===== src/design/smrf_pkg.sv =====
`timescale 1ns / 1ps

package smrf_pkg;

  typedef logic [23:0] pix_t;

  localparam pix_t WHITE = 24'hFF_FFFF;

  typedef enum logic {
    OP_PIXEL = 1'b0,
    OP_FLUSH = 1'b1
  } op_e;

  typedef enum logic [1:0] {
    CFG_IMAGE_WIDTH  = 2'd0,
    CFG_IMAGE_HEIGHT = 2'd1,
    CFG_REGION_ROWS  = 2'd2,
    CFG_REGION_COLS  = 2'd3
  } cfg_idx_e;

  typedef struct packed {
    pix_t top;
    pix_t mid;
    pix_t bot;
  } col_t;

  typedef struct packed {
    logic valid;
    logic write;
    logic emit;
    logic last;
    logic top_c;
    logic bot_c;
    logic left_c;
    logic right_c;
    logic region;
    logic use_capt;
    pix_t px;
  } item_t;

  typedef struct packed {
    logic valid;
    logic replace;
    logic last;
    col_t l;
    col_t c;
    col_t r;
  } win_t;

  typedef struct packed {
    logic [7:0] lo;
    logic [7:0] md;
    logic [7:0] hi;
  } tri_t;

  function automatic logic [7:0] min2(input logic [7:0] a, input logic [7:0] b);
    return (a < b) ? a : b;
  endfunction

  function automatic logic [7:0] max2(input logic [7:0] a, input logic [7:0] b);
    return (a < b) ? b : a;
  endfunction

  function automatic tri_t sort3(input logic [7:0] a, input logic [7:0] b,
                                 input logic [7:0] c);
    tri_t res;
    logic [7:0] lo1;
    logic [7:0] hi1;
    logic [7:0] t;
    lo1 = min2(a, b);
    hi1 = max2(a, b);
    t = min2(hi1, c);
    res.hi = max2(hi1, c);
    res.lo = min2(lo1, t);
    res.md = max2(lo1, t);
    return res;
  endfunction

  function automatic logic [7:0] med3(input logic [7:0] a, input logic [7:0] b,
                                      input logic [7:0] c);
    return max2(min2(a, b), min2(max2(a, b), c));
  endfunction

  function automatic col_t clamp_col(input col_t cin, input logic top_c, input logic bot_c);
    col_t res;
    res = cin;
    if (top_c) begin
      res.top = cin.mid;
    end
    if (bot_c) begin
      res.bot = cin.mid;
    end
    return res;
  endfunction

  function automatic logic [7:0] chan(input pix_t p, input int unsigned ch);
    return p[8*ch +: 8];
  endfunction

endpackage


===== src/design/smrf_window.sv =====
`timescale 1ns / 1ps

module smrf_window import smrf_pkg::*; #(
  parameter int MAX_WIDTH = 2048,
  localparam int CW = $clog2(MAX_WIDTH)
) (
  input  logic          clk_i,
  input  logic          rst_ni,
  input  logic          en_i,
  input  item_t         s1_i,
  input  logic [CW-1:0] addr_i,
  input  logic [47:0]   rdata_i,
  input  pix_t          capt_i,
  output logic          we_o,
  output logic [CW-1:0] waddr_o,
  output logic [47:0]   wdata_o,
  output win_t          win_o
);

  logic          fwd_v_q;
  logic [CW-1:0] fwd_a_q;
  logic [47:0]   fwd_d_q;
  col_t          p1_q, p2_q;
  win_t          win_q;

  logic [47:0] rd;
  col_t        v_col, ceff, l_col, r_col;
  logic        we;

  always_comb begin
    rd = (fwd_v_q && (fwd_a_q == addr_i)) ? fwd_d_q : rdata_i;
    v_col.top = rd[47:24];
    v_col.mid = rd[23:0];
    v_col.bot = s1_i.px;
    if (s1_i.use_capt) begin
      ceff.top = capt_i;
      ceff.mid = capt_i;
      ceff.bot = capt_i;
    end else begin
      ceff = p1_q;
    end
    l_col = s1_i.left_c ? ceff : p2_q;
    r_col = s1_i.right_c ? ceff : v_col;
    we = en_i && s1_i.valid && s1_i.write;
  end

  always_ff @(posedge clk_i or negedge rst_ni) begin
    if (!rst_ni) begin
      fwd_v_q <= 1'b0;
      fwd_a_q <= '0;
      fwd_d_q <= '0;
      win_q   <= '0;
    end else if (en_i) begin
      fwd_v_q       <= we;
      fwd_a_q       <= addr_i;
      fwd_d_q       <= {rd[23:0], s1_i.px};
      win_q.valid   <= s1_i.valid && s1_i.emit;
      win_q.replace <= (ceff.mid == WHITE) && s1_i.region;
      win_q.last    <= s1_i.last;
      win_q.l       <= clamp_col(l_col, s1_i.top_c, s1_i.bot_c);
      win_q.c       <= clamp_col(ceff, s1_i.top_c, s1_i.bot_c);
      win_q.r       <= clamp_col(r_col, s1_i.top_c, s1_i.bot_c);
    end
  end

  always_ff @(posedge clk_i) begin
    if (en_i && s1_i.valid) begin
      p2_q <= ceff;
      p1_q <= v_col;
    end
  end

  assign we_o    = we;
  assign waddr_o = addr_i;
  assign wdata_o = {rd[23:0], s1_i.px};
  assign win_o   = win_q;

endmodule


===== config.mk =====
export PLATFORM = sky130hd
export DESIGN_NAME = smrf_window
export DESIGN_NICKNAME = d
export VERILOG_FILES = /design/src/design/smrf_pkg.sv /design/src/design/smrf_window.sv
export SDC_FILE = /design/constraint.sdc
export NUM_CORES = 1
export LEC_CHECK = 0
export BUFFER_PORTS_ARGS = -buffer_cell sky130_fd_sc_hd__buf_4
export CORE_MARGIN = 5
export CORE_UTILIZATION = 40
export CTS_BUF_LIST = sky130_fd_sc_hd__clkbuf_2 sky130_fd_sc_hd__clkbuf_4 sky130_fd_sc_hd__clkbuf_8
export DETAILED_ROUTE_END_ITERATION = 10
export GPL_ROUTABILITY_DRIVEN = 0
export GPL_TIMING_DRIVEN = 0
export PLACE_DENSITY_LB_ADDON = 0.15
export SYNTH_ARGS = -nofsm -noshare
export SYNTH_HDL_FRONTEND = slang
export SYNTH_SLANG_ARGS = --single-unit

===== constraint.sdc =====
create_clock -name clk_i -period 6.8 [get_ports clk_i]
set_input_delay 1.02 -clock clk_i [delete_from_list [all_inputs] [get_ports clk_i]]
set_output_delay 1.02 -clock clk_i [all_outputs]
set_load 0.01 [all_outputs]

==> results.json <==
{
  "crit_type": "input port to output port",
  "rsz0062_at_grt": "no",
  "ys_ff_latch": 423,
  "yosysWarnings": 0,
  "clk_pin_slew_worst_paths_ns": 0.06,
  "nets": 2281,
  "drt_first_pass_iters": 6,
  "cp_slowest_cell": "nor4_2",
  "tightest_slew_ns": 1.42,
  "post_cts_resized": 0,
  "cts_max_path_buffers": 3,
  "synthCells": 1688,
  "path_max_fanout": 10,
  "syn_area_um2": 19700,
  "post_cts_buffers": 0,
  "clock_latency_ns": 0.66,
  "postLayoutCellArea_um2": 25100,
  "final_cells": 2887,
  "core_area_um2": 48700,
  "syn_avg_cell_area_um2": 11.7,
  "worst_setup_path_end_kind": "output port",
  "tns_ns": 0,
  "max_slew_margin": 0.0268,
  "hold_buffers": 0,
  "hp-class": "input port to async pin",
  "num_vias": 16484,
  "seq_area_frac_synth": 0.575,
  "syn2layout_area_growth_pct": 27.7,
  "io_pins": 399,
  "initial_utilization": 0.403,
  "drive_gt1_frac": 0.335,
  "finalCritPeriodShare": 0.717,
  "grt_pass1_vias": 16810,
  "drc": 0,
  "antenna_found_initial": 4,
  "max_freq_ghz": 0.205,
  "tritoncts": "done",
  "io_buffers": 394,
  "dieArea_um2": 53700,
  "leakage_nw": 11.1,
  "dpl.hpwl_um": 59900,
  "crit_arrival_ns": 3.86,
  "cts.htree.levels": 3,
  "grt_use_total": 0.291,
  "min_period_ns": 4.88,
  "maxCapViolCount": 0,
  "pwr_density_cell_nw_per_um2": 273,
  "cts_sinks": 423,
  "grt_pass1_wl_um": 114000,
  "setup_viol": 0,
  "vias_per_cell": 5.71,
  "die_h_um": 232,
  "cts_root_buffer": "clkbuf_8",
  "numCtsBuffers": 73,
  "synth_fp_nets": 1808,
  "hold_viol": 0,
  "wl_per_cell_um": 28.0,
  "critPathMaxStageDelay_ns": 1.17,
  "placed_area_um2": 23600,
  "drt_iter0_markers": 1875,
  "cpMostUsedCell": "buf_4",
  "path_cells": "buf_4 -> xor2_1 -> nor4_2 -> clkbuf_1 -> nand4_1 -> nand2_1 -> buf_4 -> buf_4",
  "synthFlopType": "dfrtp_1",
  "crit_required_ns": 5.78,
  "dp_cells": 2750,
  "dieWidth_um": 232,
  "status": "finished, final reports clean",
  "wl_um": 80800,
  "std_cell_rows": 81,
  "grt_max_degree": 111,
  "startpoint_type": "input port",
  "synth_edf_count": 144,
  "ant_nets": 0,
  "ys_types": 46,
  "clock_skew_ns": 0.0384,
  "async_reset_ff_frac": 0.660,
  "ir_drop_mv": 0.124,
  "maxSlewViolCount": 0,
  "grt_overflow": 0
}
cell usage in the layout, fill, tap and decap left out, types with 13 or more instances in the layout:
master     Yosys  layout
nand4_1       25      25
edfxtp_1     144     144
buf_1         17      17
o2bb2ai_1     13      13
clkbuf_1      99      99
mux2i_1       95      95
a31oi_1       24      24
clkbuf_4       0      34
a21oi_1      110     110
o21ai_0       45      45
clkbuf_8       0      89
a211oi_1      72      72
nor2_1       147     147
o31ai_2       22      22
nand2_1      100     100
a21o_1        37      37
nand3_1       16      16
inv_1         76      76
a31o_1        21      21
a221o_1       48      48
mux2_2       103     103
dfrtp_1      279     279
buf_4         64     457
metrics by stage:
step	total power, mW	util	hold slack, ns	setup slack, ns
after global routing	7.09	0.515	0.373	1.88
final	6.85	0.515	0.337	1.92
after CTS	6.87	0.515	0.333	2.03
after global placement	4.40	0.481	0.469	-1.47
after detailed placement	4.43	0.484	0.471	2.04
after floorplan	3.68	-	0.455	1.34
routing by layer:
layer	share of wire	track usage	up-vias
li1	-	-	7147
met1	0.40	0.382	8195
met2	0.46	0.463	955
met3	0.099	0.0726	183
met4	0.041	0.121	4
met5	0.00026	0	-
cells by family after synthesis:
logic type                count (synthesis)  share of synthesized area
DFF                                     423                      0.575
muxes                                   201                      0.110
xor gates and xnor gates                 11                    0.00490
buffers and inverters                   269                     0.0657
AOI/OAI and AO/OA                       475                      0.177
and+or+nand+nor                         309                     0.0677
power by group:
group	total (mW)	internal, mW	switching [mW]
registers	3.07	2.90	0.169
clock network	2.45	1.37	1.08
logic	1.33	0.562	0.763
total	6.85	4.83	2.01
worst paths after layout:
path                            start     endpoint  slack, ns  cells past startpoint
min in group clk_i         win_o[184]   win_o[184]       0.48                      1
min reg2reg                win_o[184]   win_o[184]       0.48                      1
max reg2reg                fwd_a_q[8]    win_o[63]       3.64                      6
min                            rst_ni    win_o[96]       0.34                      1
max in group asynchronous      rst_ni  fwd_d_q[20]       5.01                      3
max                         addr_i[8]  wdata_o[35]       1.92                      8
state kept, by name, summed over array words and instances, names as in the netlist:
register	count
fwd_v_q	1
win_o	219
fwd_a_q	11
p2_q	72
fwd_d_q	48
p1_q	72
critical path, delay by kind of cell:
family / cells / cell delay [ns]
xor+xnor: 1 / 0.17
simple gates: 3 / 1.63
buf+inv: 4 / 1.02
cells in the mapped netlist (2+ instances only):
cell	count	area, µm²
dfrtp_1	279	6980
nor2_1	147	552
o21ai_1	5	25.0
a21oi_1	110	551
xor2_1	11	96.3
buf_6	4	45.0
nand2b_1	3	18.8
a31o_1	21	184
a211oi_1	72	541
o211ai_1	12	90.1
a21o_1	37	278
nor4_2	2	25.0
o221ai_1	12	105
buf_2	9	45.0
o31ai_2	22	275
mux2_2	103	1160
buf_1	17	63.8
nand3_1	16	80.1
buf_4	64	480
o2bb2ai_1	13	114
nand2_1	100	375
mux2i_1	95	951
inv_1	76	285
o31ai_1	2	15.0
o21ai_0	45	225
a22oi_1	12	90.1
a31o_2	3	26.3
mux2_4	3	45.0
and2_1	3	18.8
o31a_1	12	105
or4_1	2	15.0
nand4_1	25	156
a22o_1	12	105
a41o_1	12	120
a31oi_1	24	150
a221o_1	48	480
and3_1	2	12.5
clkbuf_1	99	372
nor4_1	4	25.0
edfxtp_1	144	4320
cell type report:
class	count	area (µm²)
Timing Repair Buffer	398	3080
Antenna cell	3	7.51
Clock buffer	123	1480
Buffer	193	1010
Fill cell	4481	23600
Clock inverter	11	58.8
Sequential cell	423	11300
Tap cell	664	831
Inverter	76	285
Multi-Input combinational cell	996	7070
No activity file was read; power rests on OpenSTA's default activity.
