File: src/design/smrf_pkg.sv
`timescale 1ns / 1ps

package smrf_pkg;

  typedef logic [23:0] pix_t;

  localparam pix_t WHITE = 24'hFF_FFFF;

  typedef enum logic {
    OP_PIXEL = 1'b0,
    OP_FLUSH = 1'b1
  } op_e;

  typedef enum logic [1:0] {
    CFG_IMAGE_WIDTH  = 2'd0,
    CFG_IMAGE_HEIGHT = 2'd1,
    CFG_REGION_ROWS  = 2'd2,
    CFG_REGION_COLS  = 2'd3
  } cfg_idx_e;

  typedef struct packed {
    pix_t top;
    pix_t mid;
    pix_t bot;
  } col_t;

  typedef struct packed {
    logic valid;
    logic write;
    logic emit;
    logic last;
    logic top_c;
    logic bot_c;
    logic left_c;
    logic right_c;
    logic region;
    logic use_capt;
    pix_t px;
  } item_t;

  typedef struct packed {
    logic valid;
    logic replace;
    logic last;
    col_t l;
    col_t c;
    col_t r;
  } win_t;

  typedef struct packed {
    logic [7:0] lo;
    logic [7:0] md;
    logic [7:0] hi;
  } tri_t;

  function automatic logic [7:0] min2(input logic [7:0] a, input logic [7:0] b);
    return (a < b) ? a : b;
  endfunction

  function automatic logic [7:0] max2(input logic [7:0] a, input logic [7:0] b);
    return (a < b) ? b : a;
  endfunction

  function automatic tri_t sort3(input logic [7:0] a, input logic [7:0] b,
                                 input logic [7:0] c);
    tri_t res;
    logic [7:0] lo1;
    logic [7:0] hi1;
    logic [7:0] t;
    lo1 = min2(a, b);
    hi1 = max2(a, b);
    t = min2(hi1, c);
    res.hi = max2(hi1, c);
    res.lo = min2(lo1, t);
    res.md = max2(lo1, t);
    return res;
  endfunction

  function automatic logic [7:0] med3(input logic [7:0] a, input logic [7:0] b,
                                      input logic [7:0] c);
    return max2(min2(a, b), min2(max2(a, b), c));
  endfunction

  function automatic col_t clamp_col(input col_t cin, input logic top_c, input logic bot_c);
    col_t res;
    res = cin;
    if (top_c) begin
      res.top = cin.mid;
    end
    if (bot_c) begin
      res.bot = cin.mid;
    end
    return res;
  endfunction

  function automatic logic [7:0] chan(input pix_t p, input int unsigned ch);
    return p[8*ch +: 8];
  endfunction

endpackage

File: src/design/smrf_median.sv
`timescale 1ns / 1ps

module smrf_median import smrf_pkg::*; (
  input  logic       clk_i,
  input  logic       rst_ni,
  input  logic       en_i,
  input  win_t       win_i,
  output logic       out_valid_o,
  output logic [7:0] out_red_o,
  output logic [7:0] out_green_o,
  output logic [7:0] out_blue_o,
  output logic       replaced_o,
  output logic       frame_last_o
);

  tri_t       s3_q [3][3];
  logic       s3_valid_q, s3_rep_q, s3_last_q;
  pix_t       s3_ctr_q;

  logic [7:0] a_q [3];
  logic [7:0] b_q [3];
  logic [7:0] c_q [3];
  logic       s4_valid_q, s4_rep_q, s4_last_q;
  pix_t       s4_ctr_q;

  logic       out_valid_q, rep_q, last_q;
  pix_t       pix_q;
  pix_t       med;

  always_comb begin
    for (int ch = 0; ch < 3; ch++) begin
      med[8*ch +: 8] = med3(a_q[ch], b_q[ch], c_q[ch]);
    end
  end

  always_ff @(posedge clk_i or negedge rst_ni) begin
    if (!rst_ni) begin
      s3_valid_q  <= 1'b0;
      s4_valid_q  <= 1'b0;
      out_valid_q <= 1'b0;
    end else if (en_i) begin
      s3_valid_q  <= win_i.valid;
      s4_valid_q  <= s3_valid_q;
      out_valid_q <= s4_valid_q;
    end
  end

  always_ff @(posedge clk_i) begin
    if (en_i) begin
      for (int ch = 0; ch < 3; ch++) begin
        s3_q[ch][0] <= sort3(chan(win_i.l.top, ch), chan(win_i.l.mid, ch),
                             chan(win_i.l.bot, ch));
        s3_q[ch][1] <= sort3(chan(win_i.c.top, ch), chan(win_i.c.mid, ch),
                             chan(win_i.c.bot, ch));
        s3_q[ch][2] <= sort3(chan(win_i.r.top, ch), chan(win_i.r.mid, ch),
                             chan(win_i.r.bot, ch));
        a_q[ch] <= max2(max2(s3_q[ch][0].lo, s3_q[ch][1].lo), s3_q[ch][2].lo);
        b_q[ch] <= med3(s3_q[ch][0].md, s3_q[ch][1].md, s3_q[ch][2].md);
        c_q[ch] <= min2(min2(s3_q[ch][0].hi, s3_q[ch][1].hi), s3_q[ch][2].hi);
      end
      s3_rep_q  <= win_i.replace;
      s3_last_q <= win_i.last;
      s3_ctr_q  <= win_i.c.mid;
      s4_rep_q  <= s3_rep_q;
      s4_last_q <= s3_last_q;
      s4_ctr_q  <= s3_ctr_q;
      rep_q     <= s4_rep_q;
      last_q    <= s4_last_q;
      pix_q     <= s4_rep_q ? med : s4_ctr_q;
    end
  end

  assign out_valid_o  = out_valid_q;
  assign out_red_o    = pix_q[23:16];
  assign out_green_o  = pix_q[15:8];
  assign out_blue_o   = pix_q[7:0];
  assign replaced_o   = rep_q;
  assign frame_last_o = last_q;

endmodule

File: config.mk
export PLATFORM = sky130hd
export DESIGN_NAME = smrf_median
export DESIGN_NICKNAME = d
export VERILOG_FILES = /design/src/design/smrf_pkg.sv /design/src/design/smrf_median.sv
export SDC_FILE = /design/constraint.sdc
export NUM_CORES = 1
export LEC_CHECK = 0
export BUFFER_PORTS_ARGS = -buffer_cell sky130_fd_sc_hd__buf_2
export CORE_MARGIN = 10
export CORE_UTILIZATION = 50
export CTS_CLUSTER_SIZE = 10
export DETAILED_ROUTE_END_ITERATION = 8
export GPL_TIMING_DRIVEN = 0
export PLACE_DENSITY = 0.82
export SYNTH_ARGS = -nofsm -noshare
export SYNTH_HDL_FRONTEND = slang
export SYNTH_SLANG_ARGS = --single-unit
File: constraint.sdc
create_clock -name clk_i -period 5.95 [get_ports clk_i]
set_input_delay 0.595 -clock clk_i [delete_from_list [all_inputs] [get_ports clk_i]]
set_output_delay 0.595 -clock clk_i [all_outputs]
set_load 0.005 [all_outputs]
==> run metrics <==
first-pass GRT wire length ~130000 um; final worst slack between 0.07 and 0.08 ns; leakage around 16 nW; max-slew violations 0; max-cap viol count 0; Worst-path clk slew ~0.050 ns; Crit. End Element flop; commonest register cell after synthesis edfxtp_1; Seq pwr share 0.233; worst-skew pair later-pin latency between 0.5 and 0.6 ns; Worst EP arrival 6.21 ns; # rows between 90 and 100; antenna violations before repair 6; Antenna Nets Post-Route 0; Setup CP Type reg -> reg; Post-Syn Area between 30000 and 40000 um^2; Worst Path Max Fanout 7; IO Pins approximately 250; Avg Cell Area, Syn between 9 and 10 um^2; drt via density ~5.9; Antenna Cells 0; post-place setup slack -1.320 ns; Worst Hold Path EP s3_rep_q$_DFFE_PP_; Net Count, Synth around 4.0k; share of the synthesized area in the top cell type 0.3526; cell count after synthesis 3351; Worst Reg-to-Reg Cells 25; R2R setup slack 0.08 ns; ratio of cells with drive above 1 in the final layout 0.1795; Distinct cells, synth 82; final-stage net count roughly 4.3k; Fmax achieved ~170 MHz; power share of the clock group 0.117; chip width ~270 um; worst hold path depth 1; drc violations 0; most instantiated cells after synthesis 441 x inv_1, 399 x ha_1, 366 x edfxtp_1; hold slack around 0.20 ns; FF-to-FF Start s3_q[2][34]$_DFFE_PP_; die area 72730 um^2; TritonCTS Buffers 45; Final HPWL DP approximately 65000 um; Slew HR 0.3038; clk root buf clkbuf_16; Post-synth EDFFs ~370; pin count of the biggest net entering global routing ~140; grt ovf 0; Fillers slightly above 5k; total track usage 0.2135; TritonRoute pass-1 iters 7; switch share 0.4531; hold_sp win_i[217]; Die H roughly 270 um; port bufs roughly 250; CTS tree done; H-tree depth 2; 1st-iter DRT viols between 2k and 3k; post-route minimum period 5.873 ns; #FFs+latches synth 369; area leader, netlist edfxtp_1; combinational cell fraction of total power 0.650; Post-Route WL approximately 84000 um; status finished clean; Crit Reg-Reg Endpoint b_q[0][16]$_DFFE_PP_; placed cells approximately 4.4k; slew of the pin with the lowest slew margin just over 1 ns; via count around 27k; Startpoint Class flop; vias in the first global route roughly 25k; P_sw around 9.4 mW; Async SR Flop Fraction 0.008130; Final setup viols 0; Fin. Hold Viols 0; post-route insts no fill 4565; Pwr Total between 20 and 25 mW; Core Box Area about 60000 um^2; most area-consuming cells after synthesis edfxtp_1 35%, ha_1 16%, mux2i_1 6.5%; Layout Area Growth over Synthesis 15.95%; Internal around 11 mW; placer congestion estimate around 0.95; Worst Hold Class in -> reg; Starting Density 0.5051; Setup Skew roughly 0.012 ns; period utilisation layout 0.9871; Worst VDD drop between 0.3 and 0.4 mV; worst endpoint required time around 6.3 ns; top-count cell post-synth inv_1; maximum clock path buffer count 3; Power Dens Cells just under 600 nW/um^2; sequential share of the synthesized area 0.3550; Sink Count around 370; Ys Warns 0; post-DR wirelength/cell between 15 and 20 um
-- cells by family (layout without fill, tap and decap cells) --
kind of cell,after synthesis,count (layout),synth area share
AO/OA/AOI/OAI,867,867,0.1801
AND/OR/NAND/NOR,852,852,0.1299
buffers and inverters,548,925,0.06840
adder cells (fa/ha/maj),399,399,0.1602
flip-flops,369,369,0.3550
multiplexers,316,316,0.1064
-- per-layer routing --
| metal | track usage | part of all wire | up-vias |
|---|---|---|---|
| li1 | - | - | 13000 |
| met1 | 0.2703 | 0.42 | 12440 |
| met2 | 0.3643 | 0.48 | 1073 |
| met3 | 0.02983 | 0.066 | 227 |
| met4 | 0.08176 | 0.038 | 0 |
| met5 | 0 | 0 | - |
-- worst max-delay path, cell delays in order (launching register included) --
cell	delay, ns
edfxtp_1	0.44
inv_2	0.10
ha_4	0.21
a21o_1	0.19
a31oi_2	0.18
o21ai_2	0.11
o21a_1	0.23
nor2_4	0.22
buf_6	0.14
mux2_2	0.34
ha_1	0.18
a211o_1	0.31
a21oi_2	0.20
nand2_2	0.09
a211o_1	0.32
o31ai_4	0.28
buf_12	0.16
buf_4	0.14
mux2i_4	0.27
ha_4	0.24
a21o_1	0.21
a211oi_4	0.27
buf_4	0.16
a41oi_4	0.13
or3_1	0.35
o211a_1	0.14
-- per-stage QoR --
stage                     cell area, um^2  TNS [ns]    util
after floorplan                     31320         0       -
after global placement              33600   -454.28  0.5445
after detailed placement            33670   -109.42  0.5456
after CTS                           35220         0  0.5708
after global routing                36140    -1.305  0.5857
final                               36140         0  0.5857
-- repair_timing --
action | CTS | global route
endpoints found under the hold margin | 3 | 0
resized for setup | 47 | 147
cloned | 1 | 2
pin swaps | 10 | 39
endpoints found under the setup margin | 111 | 181
setup buffers | 15 | 52
hold buffers | 1 | 0
-- registers in the layout, summed over array words and instances (netlist names), 24 cells and up --
name / count
a_q: 24
b_q: 24
c_q: 24
pix_q: 24
s3_ctr_q: 24
s3_q: 216
s4_ctr_q: 24
-- area by class of cell --
type                       instances  area [um^2]  area share
buffer                           101        586.8     0.01624
clock buffer                      51         1149     0.03178
clock inverter                    11        100.1    0.002770
inverter                         441         1655     0.04580
multi-input combinational       2434        18670      0.5165
sequential                       369        11070      0.3062
tap                              837         1047     0.02898
timing repair buffer             321         1872     0.05179
-- power by group through the flow --
stage          registers (mW)  logic, mW  clock network [mW]
2_1_floorplan            4.56       9.09                   0
3_3_place_gp             4.86       11.6                   0
3_5_place_dp             4.86       12.0                   0
4_1_cts                  4.83       12.3                2.49
5_1_grt                  4.92       15.0                2.60
6_report                 4.86       13.5                2.45
-- cell usage in the layout, fill, tap and decap left out, types with 45 or more instances in the layout --
cell type and count:
a21oi_1 210, buf_2 268, buf_4 72, clkbuf_16 45
edfxtp_1 366, ha_1 395, inv_1 439, mux2_2 109
mux2i_1 182, nand2_1 280, nand2b_1 50, nand3_1 67
nor2_1 212, o21a_1 45, o21ai_0 239
-- worst max path at each step --
stage | start | to | slack, ns | cells after the start
after CTS | win_i[31] | s3_q[0][8]$_DFFE_PP_ | 0.003 | 24
after floorplan | win_i[105] | s3_q[1][46]$_DFFE_PP_ | 0.001 | 23
final | s3_q[2][34]$_DFFE_PP_ | b_q[0][16]$_DFFE_PP_ | 0.08 | 25
after detailed placement | win_i[105] | s3_q[1][34]$_DFFE_PP_ | -1.32 | 24
after global routing | s3_q[0][34]$_DFFE_PP_ | b_q[0][0]$_DFFE_PP_ | -0.13 | 24
after global placement | en_i | s3_valid_q$_DFFE_PN0P_ | -1.24 | 2
(Power assumes the default switching activity.)
