<file path="src/design/smrf_pkg.sv">
`timescale 1ns / 1ps

package smrf_pkg;

  typedef logic [23:0] pix_t;

  localparam pix_t WHITE = 24'hFF_FFFF;

  typedef enum logic {
    OP_PIXEL = 1'b0,
    OP_FLUSH = 1'b1
  } op_e;

  typedef enum logic [1:0] {
    CFG_IMAGE_WIDTH  = 2'd0,
    CFG_IMAGE_HEIGHT = 2'd1,
    CFG_REGION_ROWS  = 2'd2,
    CFG_REGION_COLS  = 2'd3
  } cfg_idx_e;

  typedef struct packed {
    pix_t top;
    pix_t mid;
    pix_t bot;
  } col_t;

  typedef struct packed {
    logic valid;
    logic write;
    logic emit;
    logic last;
    logic top_c;
    logic bot_c;
    logic left_c;
    logic right_c;
    logic region;
    logic use_capt;
    pix_t px;
  } item_t;

  typedef struct packed {
    logic valid;
    logic replace;
    logic last;
    col_t l;
    col_t c;
    col_t r;
  } win_t;

  typedef struct packed {
    logic [7:0] lo;
    logic [7:0] md;
    logic [7:0] hi;
  } tri_t;

  function automatic logic [7:0] min2(input logic [7:0] a, input logic [7:0] b);
    return (a < b) ? a : b;
  endfunction

  function automatic logic [7:0] max2(input logic [7:0] a, input logic [7:0] b);
    return (a < b) ? b : a;
  endfunction

  function automatic tri_t sort3(input logic [7:0] a, input logic [7:0] b,
                                 input logic [7:0] c);
    tri_t res;
    logic [7:0] lo1;
    logic [7:0] hi1;
    logic [7:0] t;
    lo1 = min2(a, b);
    hi1 = max2(a, b);
    t = min2(hi1, c);
    res.hi = max2(hi1, c);
    res.lo = min2(lo1, t);
    res.md = max2(lo1, t);
    return res;
  endfunction

  function automatic logic [7:0] med3(input logic [7:0] a, input logic [7:0] b,
                                      input logic [7:0] c);
    return max2(min2(a, b), min2(max2(a, b), c));
  endfunction

  function automatic col_t clamp_col(input col_t cin, input logic top_c, input logic bot_c);
    col_t res;
    res = cin;
    if (top_c) begin
      res.top = cin.mid;
    end
    if (bot_c) begin
      res.bot = cin.mid;
    end
    return res;
  endfunction

  function automatic logic [7:0] chan(input pix_t p, input int unsigned ch);
    return p[8*ch +: 8];
  endfunction

endpackage

</file>
<file path="src/design/smrf_ctrl.sv">
`timescale 1ns / 1ps

module smrf_ctrl import smrf_pkg::*; #(
  parameter int MAX_WIDTH = 2048,
  parameter int MAX_HEIGHT = 4096,
  localparam int CW = $clog2(MAX_WIDTH)
) (
  input  logic          clk_i,
  input  logic          rst_ni,
  input  logic          en_i,
  input  logic          cfg_we_i,
  input  logic [1:0]    cfg_index_i,
  input  logic [12:0]   cfg_data_i,
  input  logic          in_valid_i,
  input  logic [0:0]    opcode_i,
  input  pix_t          px_i,
  output logic          rd_en_o,
  output logic [CW-1:0] rd_addr_o,
  output item_t         s1_o,
  output logic [CW-1:0] s1_addr_o,
  output pix_t          capt_o
);

  localparam int WW = $clog2(MAX_WIDTH + 1);
  localparam int RW = $clog2(MAX_HEIGHT + 1);

  logic [11:0] img_w_q;
  logic [12:0] img_h_q;
  logic [12:0] reg_rows_q;
  logic [11:0] reg_cols_q;

  logic [WW-1:0] eff_w, w_m1, cc_lim;
  logic [RW-1:0] eff_h, h_m1, rr_lim;

  logic [RW-1:0] in_row_q, out_row_q;
  logic [CW-1:0] in_col_q, out_col_q;

  item_t         s1_q;
  logic [CW-1:0] s1_addr_q;
  pix_t          capt_q;

  logic is_flush, pix_ok, fl_ok, take, emit, last, in_wrap, out_wrap;
  logic [CW-1:0] rd_addr;

  always_comb begin
    if (img_w_q == '0) begin
      eff_w = WW'(1);
    end else if (32'(img_w_q) > 32'(MAX_WIDTH)) begin
      eff_w = WW'(MAX_WIDTH);
    end else begin
      eff_w = WW'(img_w_q);
    end
    if (img_h_q == '0) begin
      eff_h = RW'(1);
    end else if (32'(img_h_q) > 32'(MAX_HEIGHT)) begin
      eff_h = RW'(MAX_HEIGHT);
    end else begin
      eff_h = RW'(img_h_q);
    end
    w_m1 = eff_w - WW'(1);
    h_m1 = eff_h - RW'(1);
    if (32'(reg_rows_q) > 32'(eff_h)) begin
      rr_lim = eff_h;
    end else begin
      rr_lim = RW'(reg_rows_q);
    end
    if (32'(reg_cols_q) > 32'(eff_w)) begin
      cc_lim = eff_w;
    end else begin
      cc_lim = WW'(reg_cols_q);
    end
  end

  always_comb begin
    is_flush = (op_e'(opcode_i) == OP_FLUSH);
    pix_ok = !is_flush && (in_row_q < eff_h);
    fl_ok = is_flush && (in_row_q >= eff_h) && (out_row_q < eff_h);
    take = in_valid_i && en_i && (pix_ok || fl_ok);
    emit = fl_ok || (in_row_q >= RW'(2)) || ((in_row_q == RW'(1)) && (in_col_q != '0));
    in_wrap = (WW'(in_col_q) == w_m1);
    out_wrap = (WW'(out_col_q) == w_m1);
    last = (out_row_q == h_m1) && out_wrap;
    if (pix_ok) begin
      rd_addr = in_col_q;
    end else if (out_wrap) begin
      rd_addr = '0;
    end else begin
      rd_addr = out_col_q + CW'(1);
    end
  end

  always_ff @(posedge clk_i or negedge rst_ni) begin
    if (!rst_ni) begin
      img_w_q    <= 12'd640;
      img_h_q    <= 13'd480;
      reg_rows_q <= 13'd480;
      reg_cols_q <= 12'd640;
      in_row_q   <= '0;
      in_col_q   <= '0;
      out_row_q  <= '0;
      out_col_q  <= '0;
    end else if (cfg_we_i) begin
      case (cfg_idx_e'(cfg_index_i))
        CFG_IMAGE_WIDTH:  img_w_q <= cfg_data_i[11:0];
        CFG_IMAGE_HEIGHT: img_h_q <= cfg_data_i;
        CFG_REGION_ROWS:  reg_rows_q <= cfg_data_i;
        CFG_REGION_COLS:  reg_cols_q <= cfg_data_i[11:0];
        default: ;
      endcase
      in_row_q  <= '0;
      in_col_q  <= '0;
      out_row_q <= '0;
      out_col_q <= '0;
    end else if (take) begin
      if (pix_ok) begin
        if (in_wrap) begin
          in_col_q <= '0;
          in_row_q <= in_row_q + RW'(1);
        end else begin
          in_col_q <= in_col_q + CW'(1);
        end
      end
      if (emit) begin
        if (last) begin
          in_row_q  <= '0;
          in_col_q  <= '0;
          out_row_q <= '0;
          out_col_q <= '0;
        end else if (out_wrap) begin
          out_col_q <= '0;
          out_row_q <= out_row_q + RW'(1);
        end else begin
          out_col_q <= out_col_q + CW'(1);
        end
      end
    end
  end

  always_ff @(posedge clk_i or negedge rst_ni) begin
    if (!rst_ni) begin
      s1_q      <= '0;
      s1_addr_q <= '0;
    end else if (en_i) begin
      s1_q.valid    <= take;
      s1_q.write    <= pix_ok;
      s1_q.emit     <= emit;
      s1_q.last     <= last;
      s1_q.top_c    <= (out_row_q == '0);
      s1_q.bot_c    <= (out_row_q >= h_m1);
      s1_q.left_c   <= (out_col_q == '0);
      s1_q.right_c  <= out_wrap;
      s1_q.region   <= (out_row_q < rr_lim) && (WW'(out_col_q) < cc_lim);
      s1_q.use_capt <= fl_ok && (eff_h == RW'(1)) && (out_col_q == '0);
      s1_q.px       <= px_i;
      s1_addr_q     <= rd_addr;
    end
  end

  always_ff @(posedge clk_i) begin
    if (take && pix_ok && (in_row_q == '0) && (in_col_q == '0)) begin
      capt_q <= px_i;
    end
  end

  assign rd_en_o   = take;
  assign rd_addr_o = rd_addr;
  assign s1_o      = s1_q;
  assign s1_addr_o = s1_addr_q;
  assign capt_o    = capt_q;

endmodule

</file>
<file path="config.mk">
export PLATFORM = sky130hd
export DESIGN_NAME = smrf_ctrl
export DESIGN_NICKNAME = d
export VERILOG_FILES = /design/src/design/smrf_pkg.sv /design/src/design/smrf_ctrl.sv
export SDC_FILE = /design/constraint.sdc
export NUM_CORES = 1
export LEC_CHECK = 0
export ABC_AREA = 1
export BUFFER_PORTS_ARGS = -buffer_cell sky130_fd_sc_hd__buf_4
export CORE_MARGIN = 2
export CORE_UTILIZATION = 50
export DETAILED_ROUTE_END_ITERATION = 7
export HOLD_SLACK_MARGIN = 0.08
export PLACE_DENSITY = 0.7
export SETUP_SLACK_MARGIN = 0.05
export SLEW_MARGIN = 20
export SYNTH_ARGS = -nofsm -noshare
export SYNTH_HDL_FRONTEND = slang
export SYNTH_SLANG_ARGS = --single-unit
</file>
<file path="constraint.sdc">
create_clock -name clk_i -period 6.9 [get_ports clk_i]
set_clock_uncertainty 0.05 [all_clocks]
set_input_delay 0.69 -clock clk_i [delete_from_list [all_inputs] [get_ports clk_i]]
set_output_delay 0.69 -clock clk_i [all_outputs]
set_load 0.05 [all_outputs]
</file>
==> results.toml, run 1 <==
[synth]
syn_area_um2 = 11050
synth_flop_cell = "dfrtp_1"
synth_seq_cells = 167
syn-num-nets = 1587
synthCells = 1443
synth-edff-count = 24
ys_types = 54
synth_area_per_cell_um2 = 7.661
synth_warnings = 0
synth-seq-area-share_pct = 39.03
ys_async_sr_fraction_pct = 85.63

[cts]
holdBufCountCts = 0
cts_resized = 0
clk_pin_slew_ns = 0.07
insertion_delay_ns = 0.45
clk_root_buffer_cell = "clkbuf_16"
h-tree-depth = 4
clock_path_buffers = 2
cts_buffers = 17
cts_tree = "yes"
cts.sinks = 167
post-cts-setup-buffer-count = 0

[finish]
layout.nets = 1698
fill_cells = 2022
n_antenna_cell = 0
area_growth_pct = 15.87
drive_above_1_share_pct = 14.61
layout_common_cells = "415 x nand2_1, 148 x inv_1, 131 x dfrtp_1, 129 x buf_4, 109 x nor2_1"
finalNonFillerCells = 1847
final_common_cell = "nand2_1"

[placed_design]
placed_cells = 1815
post-dp-hpwl_um = 23760
portBuffers = 125
dp_slack_ns = 2.254
gp_congestion = 0.9805

[power_and_ir_drop]
cell_internal_pwr_mw = 1.921
netSwitchingFraction_pct = 39.00
p_per_area_nw_per_um2 = 245.9
pwr-share-seq_pct = 36.7
ir_drop_v = 0.0001627
p_leak_nw = 6.398
switchingPower_mw = 1.228
clockPowerShare_pct = 31.8
pwr-share-comb_pct = 31.5

[sta]
slew_violations = 0
setup_ws_ns = 1.735
final-setup-viol-count = 0
setup_tns_ns = 0
max_freq_mhz = 193.6
tightest_slew_ns = 0.9926
grt_setup_unrepaired = "false"
hold_violations = 0
fin_crit_sh_pct = 74.86
slew_headroom_pct = 33.32
period_needed_ns = 5.165

[grt]
grt-ovfl-total = 0
grt_max_degree = 82
gr-usage-all-layers_pct = 27.27
grt_pass1_wl_um = 51190
grt_pass1_vias = 9529
antenna_found_initial = 0

[critical_path]
slowest_stage = "dfstp_2"
cp-start-kind = "flip-flop"
critPathArrivalTime_ns = 4.43
cp.required_ns = 6.16
endpoint_kind = "output pin"
worstPathCellList = "nor4_1 > nand3_1 > nand2_1 > inv_1 > nor2_1 > inv_1 > ha_1 > a21oi_1 > o21a_1 > o31ai_1 > nand3_1 > and2_1 > inv_1 > or2_2 > clkinv_1 > buf_4 > nand2_1 > o21ai_0 > buf_4"
cpMostUsedCell = "inv_1"
cp_max_fo = 36
crit_type = "flip-flop to output pin"
critPathMaxStageDelay_ns = 0.38

[floorplan]
core_area_um2 = 21760
initial_core_util_pct = 50.81
die_area_um2 = 23310
row_count = 54
fp.dieW_um = 152.7
die_h_um = 152.7
ios = 126

[drt]
ant_nets = 0
vias_per_cell = 5.529
drc = 0
wl_per_cell_um = 17.10
drt_pass1_iterations = 6
drt_wl_total_um = 31580
vias = 10212
drt-initial-drc-count = 932

[run]
drv_cap = 0

[status]
status = "finished clean"

[hold_path]
hold_path_class = "primary input to asynchronous set/reset pin"
sequential cells by signal, summed over array words and instances (netlist names):
signal,flops
capt_o,24
img_h_q,13
img_w_q,12
in_col_q,11
in_row_q,13
out_col_q,11
out_row_q,13
reg_cols_q,12
reg_rows_q,13
s1_addr_o,11
s1_o,34
worst max-delay path: cells and delay by family, from the launching register on:
family / cells / cell delay (ns)
adders and majority gates: 1 / 0.35
and+or+nand+nor: 8 / 1.60
AOI/OAI and AO/OA: 4 / 0.55
DFF: 1 / 0.38
buffers and inverters: 6 / 1.09
layer usage:
layer  share of wire [%]  GRT usage, %  up-vias
met5                   0             0        -
met4                 1.7         6.614        0
met3                 6.2         4.152       42
met2                  45         42.45      333
met1                  47         40.15     4794
li1                    -             -     5043
power by group through the flow:
stage / clock network (mW) / registers, mW / logic, mW
5_1_grt: 1.05 / 1.16 / 1.13
3_3_place_gp: 0 / 1.17 / 0.960
6_report: 1.00 / 1.15 / 0.993
3_5_place_dp: 0 / 1.17 / 0.979
4_1_cts: 1.01 / 1.15 / 0.986
2_1_floorplan: 0 / 1.23 / 0.645
logic make-up after synthesis:
group	after synthesis	synth area share, %
simple gates	736	29.08
compound gates	219	11.49
buf+inv	197	7.097
flops	167	39.03
fa+ha+maj	99	11.21
xor+xnor	25	2.105
final timing paths:
kind,end,from,depth (start not counted),slack [ns]
setup / recovery,rd_addr_o[0],img_h_q[7],19,1.73
hold / removal,reg_rows_q[0],rst_ni,1,0.23
setup reg to reg,out_row_q[10],img_h_q[7],23,2.23
hold reg to reg,s1_o[16],s1_o[16],2,0.43
max in group asynchronous,out_col_q[4],rst_ni,2,5.22
min in group clk_i,capt_o[14],px_i[14],1,0.38
Yosys cell counts, drive strengths merged, types with 2 or more instances:
library cell / n / share of area (%)
nor2: 115 / 4.3
edfxtp: 24 / 6.5
nand4: 44 / 2.5
nor3: 33 / 1.5
o21a: 2 / 0.14
nand2: 431 / 15
or2: 3 / 0.17
xor2: 23 / 1.8
o22ai: 12 / 0.68
a21oi: 59 / 2.7
a31oi: 4 / 0.23
nor4: 7 / 0.40
o2111ai: 2 / 0.16
clkinv: 4 / 0.14
dfstp: 12 / 2.9
nor3b: 5 / 0.34
buf: 10 / 0.75
and3: 2 / 0.11
nand3: 94 / 4.5
a211oi: 5 / 0.34
o41ai: 5 / 0.60
dfrtp: 131 / 30
o21ai: 120 / 5.9
o211ai: 2 / 0.14
inv: 155 / 5.3
ha: 99 / 11
clkbuf: 28 / 0.95
o31ai: 3 / 0.20
layout make-up:
| type | instances | area, um^2 | share of cell area, % |
|---|---|---|---|
| clock buffers | 17 | 425.4 | 3.321 |
| clock inverters | 15 | 181.4 | 1.416 |
| inverters | 159 | 596.8 | 4.660 |
| multi-input cells | 1079 | 5961 | 46.54 |
| flip-flops and latches | 167 | 4314 | 33.68 |
| well taps | 280 | 350.3 | 2.735 |
| repair buffers | 130 | 979.7 | 7.649 |
stage by stage:
step                area (um^2)  power (mW)  utilization, %  hold slack [ns]
detailed placement        12200       2.151           56.08           0.4102
finish                    12810       3.150           58.87           0.2328
floorplan                 11050       1.874               -           0.3444
global placement          12200       2.129           56.08           0.4056
CTS                       12810       3.153           58.87           0.2733
global route              12810       3.344           58.87           0.3046
No activity file was read; power rests on OpenSTA's default activity.
==> run 2: changes to the inputs <==
--- a/config.mk
+++ b/config.mk
@@ -5,13 +5,13 @@
 export SDC_FILE = /design/constraint.sdc
 export NUM_CORES = 1
 export LEC_CHECK = 0
-export ABC_AREA = 1
+export ABC_AREA = 0
 export BUFFER_PORTS_ARGS = -buffer_cell sky130_fd_sc_hd__buf_4
 export CORE_MARGIN = 2
 export CORE_UTILIZATION = 50
 export DETAILED_ROUTE_END_ITERATION = 7
 export HOLD_SLACK_MARGIN = 0.08
-export PLACE_DENSITY = 0.7
+export PLACE_DENSITY = 0.73
 export SETUP_SLACK_MARGIN = 0.05
 export SLEW_MARGIN = 20
 export SYNTH_ARGS = -nofsm -noshare
==> constraint.sdc (replaced) <==
create_clock -name clk_i -period 4.54 [get_ports clk_i]
set_clock_uncertainty 0.05 [all_clocks]
set_input_delay 0.454 -clock clk_i [delete_from_list [all_inputs] [get_ports clk_i]]
set_output_delay 0.454 -clock clk_i [all_outputs]
set_load 0.05 [all_outputs]
==> results.toml, run 2 <==
[placed_design]
post-dp-hpwl_um = 23260
portBuffers = 125
dp_slack_ns = 0.09384
gp_congestion = 0.9675
placed_cells = 1510

[grt]
grt_pass1_vias = 9329
grt-ovfl-total = 0
gr-usage-all-layers_pct = 26.62
antenna_found_initial = 0
grt_max_degree = 84
grt_pass1_wl_um = 49690

[critical_path]
worstPathCellList = "nor4_2 > a41oi_2 > ha_2 > nor4b_1 > a221oi_2 > or2_2 > a2111oi_1 > nand4b_1 > buf_4 > o211ai_1 > nand2_1 > buf_4"
critPathArrivalTime_ns = 3.89
cp.required_ns = 4.04
cp_max_fo = 9
worst-path-buf-inv = 2
cpMostUsedCell = "buf_4"
critical_path.top_delay_family = "compound AO/OA/AOI/OAI gates"
endpoint_kind = "output pin"
critPathMaxStageDelay_ns = 0.63
cp-start-kind = "flip-flop"
crit_type = "flip-flop to output pin"
r2r_slack_ns = 0.28
slowest_stage = "dfstp_2"

[floorplan]
die_h_um = 152.4
core_area_um2 = 21690
die_area_um2 = 23210
fp.dieW_um = 152.4
row_count = 54
initial_core_util_pct = 50.74
ios = 126

[synth]
synthCells = 1111
synth_warnings = 0
ys_async_sr_fraction_pct = 85.63
synth_most_common_cell = "dfrtp_1"
synth_flop_cell = "dfrtp_1"
yosysTopAreaCell = "dfrtp_1"
syn_area_um2 = 11000
ys_types = 73
synth_seq_cells = 167
synth-edff-count = 24
synth_area_leaders = "dfrtp_1 30%, ha_1 11%, mux2_2 8.5%"
syn-num-nets = 1255
synth_area_per_cell_um2 = 9.905
synth_top_cell_area_share_pct = 29.79
synth-seq-area-share_pct = 39.20
ys_top_cells_by_count = "131 x dfrtp_1, 99 x ha_1, 83 x mux2_2"

[drt]
drt_wl_total_um = 31330
drt-initial-drc-count = 798
wl_per_cell_um = 20.25
drc = 0
drt_pass1_iterations = 6
ant_nets = 0
vias = 9577
vias_per_cell = 6.191

[sta]
setup_ws_ns = 0.1452
slew_headroom_pct = 47.93
max_freq_mhz = 227.5
hold_slack_ns = 0.1387
slew_violations = 0
tightest_slew_ns = 0.7811
final-setup-viol-count = 0
period_needed_ns = 4.395
grt_setup_unrepaired = "true"
setup_tns_ns = 0
hold_violations = 0
fin_crit_sh_pct = 96.80

[cts]
clk_root_buffer_cell = "clkbuf_16"
cts_buffers = 17
clk_pin_slew_ns = 0.08
cts.sinks = 167
insertion_delay_ns = 0.44
cts_tree = "yes"
h-tree-depth = 4
clock_path_buffers = 2

[power_and_ir_drop]
cell_internal_pwr_mw = 3.130
power_mw = 5.037
clockPowerShare_pct = 30.2
switchingPower_mw = 1.907
pwr-share-seq_pct = 35.2
netSwitchingFraction_pct = 37.86
p_leak_nw = 5.756
ir_drop_v = 0.0002603
pwr-share-comb_pct = 34.6
p_per_area_nw_per_um2 = 377.3

[finish]
final_common_cell = "buf_4"
drive_above_1_share_pct = 28.10
finalNonFillerCells = 1547
layout.nets = 1398
layout_common_cells = "179 x buf_4, 130 x dfrtp_1, 98 x ha_1, 83 x mux2_2, 71 x nand2_1"
n_antenna_cell = 0
largest_reg_flops = 34
area_growth_pct = 21.32

[status]
status = "finished clean"

[run]
drv_cap = 0

[hold_path]
hold_path_class = "primary input to flip-flop"
run 2: changes by cell type in the layout (fill, tap and decap cells not counted), sizes merged, moves of 15 or more:
cell and change:
nand2 -360, inv -119, mux2 +83, nand3 -74
nor2 -65, o21ai -55, buf +52, nor2b +28
xnor2 +25, nand4 -21, and3 +19, a31oi +18
nor4 +17, mux2i +15
run 2: area by class of cell:
class / instances / area, um^2
Fill cell: 1779 / 8338
Timing Repair Buffer: 183 / 1396
Multi-Input combinational cell: 847 / 6516
Clock buffer: 17 / 425.4
Sequential cell: 167 / 4315
Clock inverter: 15 / 203.9
Inverter: 38 / 142.6
Tap cell: 280 / 350.3
run 2: logic make-up (layout without fill, tap and decap cells):
family	after synthesis	in the layout	synth area share, %
muxes	98	98	9.858
and+or+nand+nor	355	355	18.14
adders and majority gates	99	99	11.26
DFF	167	167	39.20
xor gates and xnor gates	36	36	2.865
AOI/OAI and AO/OA	259	259	15.22
buffers and inverters	97	253	3.456
run 2: worst paths after layout:
kind | start | end | depth (start not counted)
setup reg to reg | img_h_q[11] | in_row_q[6] | 19
hold / removal | px_i[21] | capt_o[21] | 1
min in group asynchronous | rst_ni | reg_rows_q[3] | 2
setup / recovery | img_w_q[9] | rd_addr_o[1] | 12
max in group asynchronous | rst_ni | out_col_q[9] | 3
hold reg to reg | s1_o[33] | s1_o[33] | 1
run 2: routing by layer:
metal	part of all wire, %	up-vias	GRT usage [%]
met2	46	434	41.76
met3	7.0	87	5.262
met5	0	-	0
met4	3.2	0	9.880
li1	-	4469	-
met1	44	4587	36.78
run 2: through the flow:
step                instance area, um^2  util [%]
floorplan                         11090         -
global placement                  12570     57.96
detailed placement                12570     57.96
CTS                               13230     61.00
global route                      13350     61.56
finish                            13350     61.56
run 2: repair_timing:
item,4_1_cts,5_1_grt
endpoints found under the setup margin,11,25
gates resized for setup,3,28
setup buffers,1,3
pin swaps,1,4
endpoints found under the hold margin,69,0
hold buffers,1,0
run 2: power by group through the flow:
stage               sequential, mW  clock (mW)  combinational, mW
global placement              1.79           0               1.63
detailed placement            1.80           0               1.66
floorplan                     1.88           0               1.04
finish                        1.77        1.52               1.74
CTS                           1.77        1.54               1.69
global route                  1.79        1.60               1.90
==> run 3: changes to the inputs <==
--- a/config.mk
+++ b/config.mk
@@ -11,7 +11,7 @@
 export CORE_UTILIZATION = 50
 export DETAILED_ROUTE_END_ITERATION = 7
 export HOLD_SLACK_MARGIN = 0.08
-export PLACE_DENSITY = 0.73
+export PLACE_DENSITY = 0.7
 export SETUP_SLACK_MARGIN = 0.05
 export SLEW_MARGIN = 20
 export SYNTH_ARGS = -nofsm -noshare
==> constraint.sdc (replaced) <==
create_clock -name clk_i -period 4.6 [get_ports clk_i]
set_clock_uncertainty 0.05 [all_clocks]
set_input_delay 0.46 -clock clk_i [delete_from_list [all_inputs] [get_ports clk_i]]
set_output_delay 0.46 -clock clk_i [all_outputs]
set_load 0.05 [all_outputs]
==> results.toml, run 3 (synthesis results as in run 2) <==
[sta]
max_freq_mhz = 227.3
setup_tns_ns = 0
setup_ws_ns = 0.2001
slew_headroom_pct = 47.31
hold_slack_ns = 0.1515
grt_setup_unrepaired = "true"
slew_violations = 0
tightest_slew_ns = 0.7904
period_needed_ns = 4.400
hold_violations = 0
final-setup-viol-count = 0
fin_crit_sh_pct = 95.65

[power_and_ir_drop]
p_per_area_nw_per_um2 = 374.5
p_leak_nw = 5.676
pwr-share-comb_pct = 34.0
ir_drop_v = 0.0002832
switchingPower_mw = 1.846
pwr-share-seq_pct = 35.5
cell_internal_pwr_mw = 3.073
clockPowerShare_pct = 30.4
netSwitchingFraction_pct = 37.52
power_mw = 4.918

[critical_path]
cp.required_ns = 4.09
cp_max_fo = 24
r2r_slack_ns = 0.34
critPathArrivalTime_ns = 3.89
endpoint_kind = "output pin"
cp-start-kind = "flip-flop"
crit_type = "flip-flop to output pin"

[floorplan]
initial_core_util_pct = 50.74
die_h_um = 152.4
row_count = 54
fp.dieW_um = 152.4
die_area_um2 = 23210
core_area_um2 = 21690
ios = 126

[placed_design]
gp_congestion = 0.9656
portBuffers = 125
post-dp-hpwl_um = 23130
dp_slack_ns = 0.2728
placed_cells = 1500
place_area_um2 = 12420

[cts]
clock_path_buffers = 2
clk_root_buffer_cell = "clkbuf_16"
clk_pin_slew_ns = 0.08
cts_buffers = 17
insertion_delay_ns = 0.44
h-tree-depth = 4
cts.sinks = 167
cts_tree = "yes"

[drt]
drt_wl_total_um = 31150
drt-initial-drc-count = 738
drt_pass1_iterations = 5
ant_nets = 0
vias_per_cell = 6.201
wl_per_cell_um = 20.28
vias = 9525
drc = 0

[finish]
area_growth_pct = 19.34
design_area_um2 = 13130
finalNonFillerCells = 1536
n_antenna_cell = 0
layout.nets = 1387
final_util_pct = 60.55
largest_reg_flops = 34
fill_cells = 1875
layout_common_cells = "168 x buf_4, 131 x dfrtp_1, 98 x ha_1, 83 x mux2_2, 71 x nand2_1"
final_common_cell = "buf_4"
drive_above_1_share_pct = 25.88

[grt]
gr-usage-all-layers_pct = 26.85
grt_pass1_vias = 9062
grt_max_degree = 83
antenna_found_initial = 0
grt_pass1_wl_um = 50240
grt-ovfl-total = 0

[status]
status = "finished clean"

[hold_path]
hold_path_class = "primary input to flip-flop"

[run]
drv_cap = 0
## run 3: changes by cell type in the layout (fill, tap and decap cells not counted), moves of 2 or more
cell / before / now
buf_4: 179 / 168
inv_8: 2 / 4
nor4_2: 4 / 2
o31ai_2: 2 / 0
nor2b_2: 3 / 1
nor2b_1: 24 / 27
clkinv_8: 8 / 6
o31ai_1: 10 / 17
nor2_1: 48 / 50
nor2_2: 2 / 0
o31ai_4: 5 / 0
## run 3: worst paths after layout
| path | startpoint | end | depth (start not counted) |
|---|---|---|---|
| hold reg to reg | s1_o[33] | s1_o[33] | 1 |
| setup / recovery | img_w_q[2] | rd_addr_o[3] | 11 |
| hold / removal | px_i[14] | capt_o[14] | 1 |
| max in group asynchronous | rst_ni | s1_o[7] | 3 |
| setup reg to reg | img_h_q[11] | s1_o[25] | 21 |
| min in group asynchronous | rst_ni | out_row_q[0] | 2 |
## run 3: power by group through the flow
stage | clock network [mW] | registers [mW] | logic [mW]
floorplan | 0 | 1.86 | 1.02
global placement | 0 | 1.77 | 1.59
detailed placement | 0 | 1.77 | 1.62
CTS | 1.52 | 1.74 | 1.63
global route | 1.58 | 1.77 | 1.84
finish | 1.50 | 1.75 | 1.67
## run 3: repair_timing
action	in CTS	in global routing
endpoints found under the setup margin	0	31
hold endpoints to repair	65	0
buffers inserted	0	3
hold buffers	1	0
gates resized for setup	0	15
## run 3: critical path: stages (launching register included)
cell	delay, ns
dfrtp_1	0.38
buf_4	0.18
or4_1	0.73
buf_4	0.25
or4_4	0.55
a31oi_1	0.21
nor4_1	0.07
nand4b_1	0.17
nor2_1	0.09
buf_12	0.18
o31ai_1	0.36
buf_4	0.27
## run 3: layout make-up
type                       count  area, um^2  area share (%)
clock buffer                  17       425.4           3.239
clock inverter                15       193.9           1.477
inverter                      38       142.6           1.086
multi-input combinational    847        6392           48.68
sequential                   167        4314           32.85
tap                          280       350.3           2.668
timing repair buffer         172        1314           10.00
## run 3: metal layers
layer	up-vias	routed length, um	global-route usage, %
li1	4443	-	-
met1	4664	14290	38.49
met2	374	14230	41.96
met3	44	1987	4.408
met4	0	640	8.278
met5	-	0	0
